$ cat src/design/ppfci_pkg.sv
`default_nettype none
package ppfci_pkg;
    localparam int IDX_W   = 31;
    localparam int CELLS_W = 12;
    localparam int ROW_W   = CELLS_W + 1;
    localparam int PLANE_W = 2 * ROW_W - 1;
    localparam int SIZE_W  = 31;
    localparam int OFF_W   = 16;
    localparam int POS_W   = 32;
    localparam int TERM_FRAC = 15;
    localparam int OFF_FRAC  = 14;
    localparam int CFG_IDX_W = 3;

    typedef enum logic [CFG_IDX_W-1:0] {
        REG_CELLS_X     = 3'd0,
        REG_CELLS_Y     = 3'd1,
        REG_CELL_SIZE_X = 3'd2,
        REG_CELL_SIZE_Y = 3'd3,
        REG_CELL_SIZE_Z = 3'd4
    } cfg_reg_t;
endpackage
`default_nettype wire

$ cat src/design/ppfci_axis.sv
`default_nettype none
// origin + floor(((i-1) + (off+1)/2) * size), saturated; four stages.
module ppfci_axis import ppfci_pkg::*; (
    input  wire logic                    clk,
    input  wire logic                    en,
    input  wire logic [IDX_W-1:0]        coord,
    input  wire logic signed [OFF_W-1:0] off,
    input  wire logic [SIZE_W-1:0]       size,
    input  wire logic signed [POS_W-1:0] org,
    output logic signed [POS_W-1:0]      pos
);
    localparam int TERM_W = IDX_W + TERM_FRAC + 2;
    localparam int MAG_W  = TERM_W - 1;
    localparam int HI_W   = MAG_W - TERM_FRAC;
    localparam int PH_W   = HI_W + SIZE_W;
    localparam int PL_W   = TERM_FRAC + SIZE_W;
    localparam int PROD_W = 64;
    localparam int SUM_W  = PROD_W + 2;

    logic signed [TERM_W-1:0] term;
    logic [MAG_W-1:0]         mag_next;
    logic [MAG_W-1:0]         mag_reg;
    logic                     neg_a_reg;
    logic signed [POS_W-1:0]  org_a_reg;
    logic [PH_W-1:0]          ph_reg;
    logic [PL_W-1:0]          pl_reg;
    logic                     neg_b_reg;
    logic signed [POS_W-1:0]  org_b_reg;
    logic [PL_W-1:0]          part;
    logic [PROD_W-1:0]        prod_next;
    logic [PROD_W-1:0]        prod_reg;
    logic                     neg_c_reg;
    logic signed [POS_W-1:0]  org_c_reg;
    logic signed [SUM_W-1:0]  sum;
    logic signed [POS_W-1:0]  pos_next;
    logic signed [POS_W-1:0]  pos_reg;

    assign term = ((TERM_W'(coord) - TERM_W'(1)) <<< TERM_FRAC)
                + TERM_W'(off) + (TERM_W'(1) <<< OFF_FRAC);
    assign mag_next = term[TERM_W-1] ? MAG_W'(-term) : MAG_W'(term);

    assign part = pl_reg + (neg_b_reg ? PL_W'((1 << TERM_FRAC) - 1) : PL_W'(0));
    assign prod_next = PROD_W'(ph_reg) + PROD_W'(part >> TERM_FRAC);

    assign sum = neg_c_reg ? (SUM_W'(org_c_reg) - $signed({2'b00, prod_reg}))
                           : (SUM_W'(org_c_reg) + $signed({2'b00, prod_reg}));

    always_comb
    begin
        if (sum > SUM_W'(32'sh7FFF_FFFF))
            pos_next = 32'sh7FFF_FFFF;
        else if (sum < -(SUM_W'(64'sh8000_0000)))
            pos_next = 32'sh8000_0000;
        else
            pos_next = sum[POS_W-1:0];
    end

    always_ff @(posedge clk)
    begin
        if (en)
        begin
            mag_reg   <= mag_next;
            neg_a_reg <= term[TERM_W-1];
            org_a_reg <= org;
            ph_reg    <= PH_W'(mag_reg[MAG_W-1:TERM_FRAC]) * PH_W'(size);
            pl_reg    <= PL_W'(mag_reg[TERM_FRAC-1:0]) * PL_W'(size);
            neg_b_reg <= neg_a_reg;
            org_b_reg <= org_a_reg;
            prod_reg  <= prod_next;
            neg_c_reg <= neg_b_reg;
            org_c_reg <= org_b_reg;
            pos_reg   <= pos_next;
        end
    end

    assign pos = pos_reg;
endmodule
`default_nettype wire

$ cat config.mk
export PLATFORM = sky130hd
export DESIGN_NAME = ppfci_axis
export DESIGN_NICKNAME = d
export VERILOG_FILES = /design/src/design/ppfci_pkg.sv /design/src/design/ppfci_axis.sv
export SDC_FILE = /design/constraint.sdc
export NUM_CORES = 2
export LEC_CHECK = 0
export BUFFER_PORTS_ARGS = -buffer_cell sky130_fd_sc_hd__buf_4
export CORE_UTILIZATION = 45
export DETAILED_ROUTE_END_ITERATION = 7
export PLACE_DENSITY = 0.56
export SKIP_CTS_REPAIR_TIMING = 1
export SYNTH_ARGS = -nofsm -noshare
export SYNTH_HDL_FRONTEND = slang
export SYNTH_SLANG_ARGS = --single-unit
$ cat constraint.sdc
create_clock -name clk -period 10.69 [get_ports clk]
set_input_delay 1.6035 -clock clk [delete_from_list [all_inputs] [get_ports clk]]
set_output_delay 1.6035 -clock clk [all_outputs]
set_load 0.005 [all_outputs]
==> Word level (Yosys, flattened, before mapping) <==
Index checks and enable logic that the tools add are counted.
{ "word_totals": {"in_bits": 112, "out_inout_bits": 32, "regBits": 351} }
{ "op_classes": {"add_sub_neg": 8, "muxes": 4, "mul": 2, "order_cmp": 2} }
{ "ops": {"columns": ["operator", "n"], "rows": [
  ["32-bit by 65-bit adder with 66-bit output", 1],
  ["66-bit by 32-bit > comparator with 1-bit output (second input constant)", 1],
  ["66-bit by 32-bit less-than comparator with 1-bit output (second input constant)", 1],
  ["66-bit two-way mux", 1],
  ["32-bit by 65-bit subtractor with 66-bit output", 1],
  ["63-bit by 31-bit adder with 64-bit output", 1],
  ["32-bit by 31-bit multiplier with 63-bit output", 1],
  ["47-bit by 16-bit adder with 48-bit output", 1],
  ["48-bit by 15-bit adder with 48-bit output (second input constant)", 1],
  ["47-bit two-way mux", 1],
  ["47-bit negator", 1],
  ["46-bit by 15-bit adder with 46-bit output", 1],
  ["15-bit by 31-bit multiplier with 46-bit output", 1],
  ["32-bit two-way mux", 1],
  ["31-bit by 1-bit subtractor with 32-bit output (second input constant)", 1],
  ["15-bit two-way mux", 1]
]} }

==> Depth between registers and ports, before layout <==
{ "logic_depth": {"word_depth": 5, "mapped_depth": 30} }

==> Worst setup path after synthesis <==
Ideal clock, no wire load.
{ "synth_path": {"path_kind": "input to register", "from": "in size[8]", "to": "reg ph_reg[58] (data pin)", "arrival_time_ps": 8873, "path_slack_ps": 1558, "path_stages": 27, "n_path_buf": 3, "t_required_ps": 10431, "path_cell_list": "clkbuf_1 -> clkbuf_1 -> and2_1 -> fa_1 -> fa_1 -> inv_1 -> fa_1 -> fa_1 -> fa_1 -> inv_1 -> fa_1 -> fa_1 -> fa_1 -> ha_1 -> clkbuf_1 -> a21oi_1 -> o21ai_0 -> a21oi_1 -> o21ai_0 -> a31oi_1 -> a2111oi_0 -> or3_1 -> a311o_1 -> a211oi_1 -> o21ai_0 -> a21oi_1 -> xnor2_1"} }
{ "synth_between": {"elab_chain_cells": 1} }
{ "synth_rtl": {"columns": ["element", "line_no", "rtl"], "rows": [
  ["from (decl)", "ppfci_axis.sv:8", "input wire logic [SIZE_W-1:0] size,"],
  ["32-bit by 31-bit multiplier with 63-bit output", "ppfci_axis.sv:65", "ph_reg <= PH_W'(mag_reg[MAG_W-1:TERM_FRAC]) * PH_W'(size);"],
  ["to (signal assigned)", "ppfci_axis.sv:65", null],
  ["to (decl)", "ppfci_axis.sv:25", "logic [PH_W-1:0] ph_reg;"]
]} }
Every way passes these cells.
A chain may end at the register's enable or synchronous reset.

==> Worst setup path in the final report <==
{ "layout_path": {"from": "in size[5]", "to": "reg ph_reg[58] (data pin)"} }
Same word-level chain as after synthesis.

==> flow_summary.toml <==
[setup_path]
critPathKind = "input pin to flip-flop"
r2r_cells = 28
crit_end = "ph_reg[58]"
critical_path_buf_inv_count = 4
crit_required_ns = 11.06
crit_fanout = 27
worst_setup_path_start_kind = "input pin"
critPathSlowestCell = "fa_1"
r2r_slack_ns = 1.60
crit-reg2reg-launch = "mag_reg[20]"
worst_ep_arrival_time_ns = 9.72
crit_family = "adder cells"
timing.rr.end = "ph_reg[61]"
crit_start = "size[5]"
cp_slowest_stage_delay_ns = 0.58
cp.depth = 26
crit_top_cell = "fa_1"
cp-end-kind = "flip-flop"

[clock_network]
clk_pin_slew_ns = 0.06
cts_buffers = 43
cts-root-buf = "clkbuf_16"
cts.path.max_buffers = 3
clk_latency_ns = 0.63
cts_tree = "yes"
h-tree-depth = 2
clock-sinks = 351

[logic_synthesis]
yosysWarnings = 0
synthMostInstantiatedCell = "fa_1"
synth_area_per_cell_um2 = 9.336
ys_async_sr_fraction_pct = 0
synth_top_area_cell = "fa_1"
synth_cell_types = 89
synthTopCellsByArea = "fa_1 36%, edfxtp_1 15%, ha_1 9.2%, and2_1 6.7%, inv_1 6.4%"
synth_top_area_share_pct = 35.81
synth_cells = 7449
ys_seq_elements = 351
syn-num-nets = 9317
ys.flop_type = "edfxtp_1"
synth_common_cells = "1244 x fa_1, 1190 x inv_1, 982 x nand2_1, 746 x and2_1, 512 x ha_1"
ys_seq_area_share_pct = 15.16
syn-cell-area_um2 = 69540
synth-edff-count = 351

[detailed_routing]
drt_wl_total_um = 193500
drcViolationCount = 0
num_vias = 51200
dr.first_iter.drc_count = 3147
ant_nets = 0
via_per_inst = 5.447
wl_per_cell_um = 20.58
dr.pass1.iters = 5

[die]
std_cell_rows = 143
die_w_um = 395.1
initial_core_util_pct = 45.57
die_h_um = 395.1
io_pins = 144
fp.coreArea_um2 = 152600
die_area_um2 = 156100

[global_route]
antenna_found_initial = 6
grt_overflow = 0
grt_usage_pct = 25.18
grt_pass1_wl_um = 308000
grt_pass1_vias = 53860
grt_max_degree = 90

[sta]
max_freq_mhz = 107.0
min_period_ns = 9.345
rsz0062_at_grt = "no"
drv_slew = 0
setup_viol = 0
finClkSkew_ns = 0.03239
worst-slew-pin-transition_ns = 1.266
hold_viol = 0
finalSetupTns_ns = 0
slew_headroom_pct = 15.62
finalCritPeriodShare_pct = 87.41

[cells_and_area]
finalNetCount = 9203
drive_gt1_share_pct = 4.831
area.growth.synth_to_final_pct = 6.191
regArea_um2 = 10540
largest_reg_flops = 64
multiInputGateArea_um2 = 53020
fillers = 14540

[place]
port_buffers = 143
gp_congestion = 0.9381
dp.final_hpwl_um = 154800

[worst_hold_path]
hold_class = "flip-flop to flip-flop"
min_from = "org_b_reg[24]"

[run_status]
status = "finished, final reports clean"

[job]
cap_violations = 0
-- cell type report --
type                            count  share of cell area [%]
Sequential cell                   351                   14.27
Clock inverter                     28                  0.5455
Multi-Input combinational cell   5515                   71.80
Tap cell                         2030                   3.439
Antenna cell                        2                0.006777
Inverter                         1190                   6.048
Timing Repair Buffer              234                   2.389
Clock buffer                       51                   1.498
-- layout by cell type (no fill, tap or decap), drive strengths merged, types with 37 or more instances in the layout --
cell type / count
a21o: 128
a21oi: 292
a31oi: 39
and2: 748
and3: 46
buf: 234
clkbuf: 51
edfxtp: 351
fa: 1244
ha: 512
inv: 1194
nand2: 982
nand2b: 39
nand3: 105
nand4: 65
nor2: 232
nor3: 71
nor4: 40
o211ai: 55
o21ai: 153
o21bai: 37
xnor2: 259
xor2: 141
-- per-stage QoR --
step	worst slack (ns)	hold slack, ns	area [µm²]	cells	util (%)
finish	1.346	0.4180	73850	9401	48.39
global route	0.9452	0.4194	73850	9400	48.39
CTS	1.376	0.4189	73840	9399	48.38
detailed placement	0.7062	0.4045	72340	9320	47.40
global placement	0.7691	0.4017	72340	9320	47.40
floorplan	1.558	0.4003	69540	7449	-
-- worst min-delay path by stage --
stage / to / cells after the start
6_report: org_c_reg[24] / 0
5_1_grt: org_b_reg[15] / 0
4_1_cts: org_c_reg[15] / 0
3_5_place_dp: org_c_reg[15] / 0
3_3_place_gp: org_c_reg[14] / 0
2_1_floorplan: neg_b_reg / 0
-- cell families after synthesis --
family	Yosys count	synth area share (%)
mux	7	0.1044
xor+xnor	400	5.038
buf+inv	1583	8.607
simple gates	2444	17.52
compound gates	908	8.553
flops	351	15.16
fa+ha+maj	1756	45.02
-- metal layers --
layer / GRT usage, % / share of wire (%) / vias to the layer above
li1: - / - / 23380
met1: 35.54 / 45 / 26120
met2: 40.71 / 46 / 1431
met3: 3.464 / 5.9 / 262
met4: 6.458 / 2.5 / 6
met5: 0 / 0.021 / -
Power is left out: the tool's default activity adds up to more than one toggle a clock period on the data nets, which glitch-free logic cannot reach.
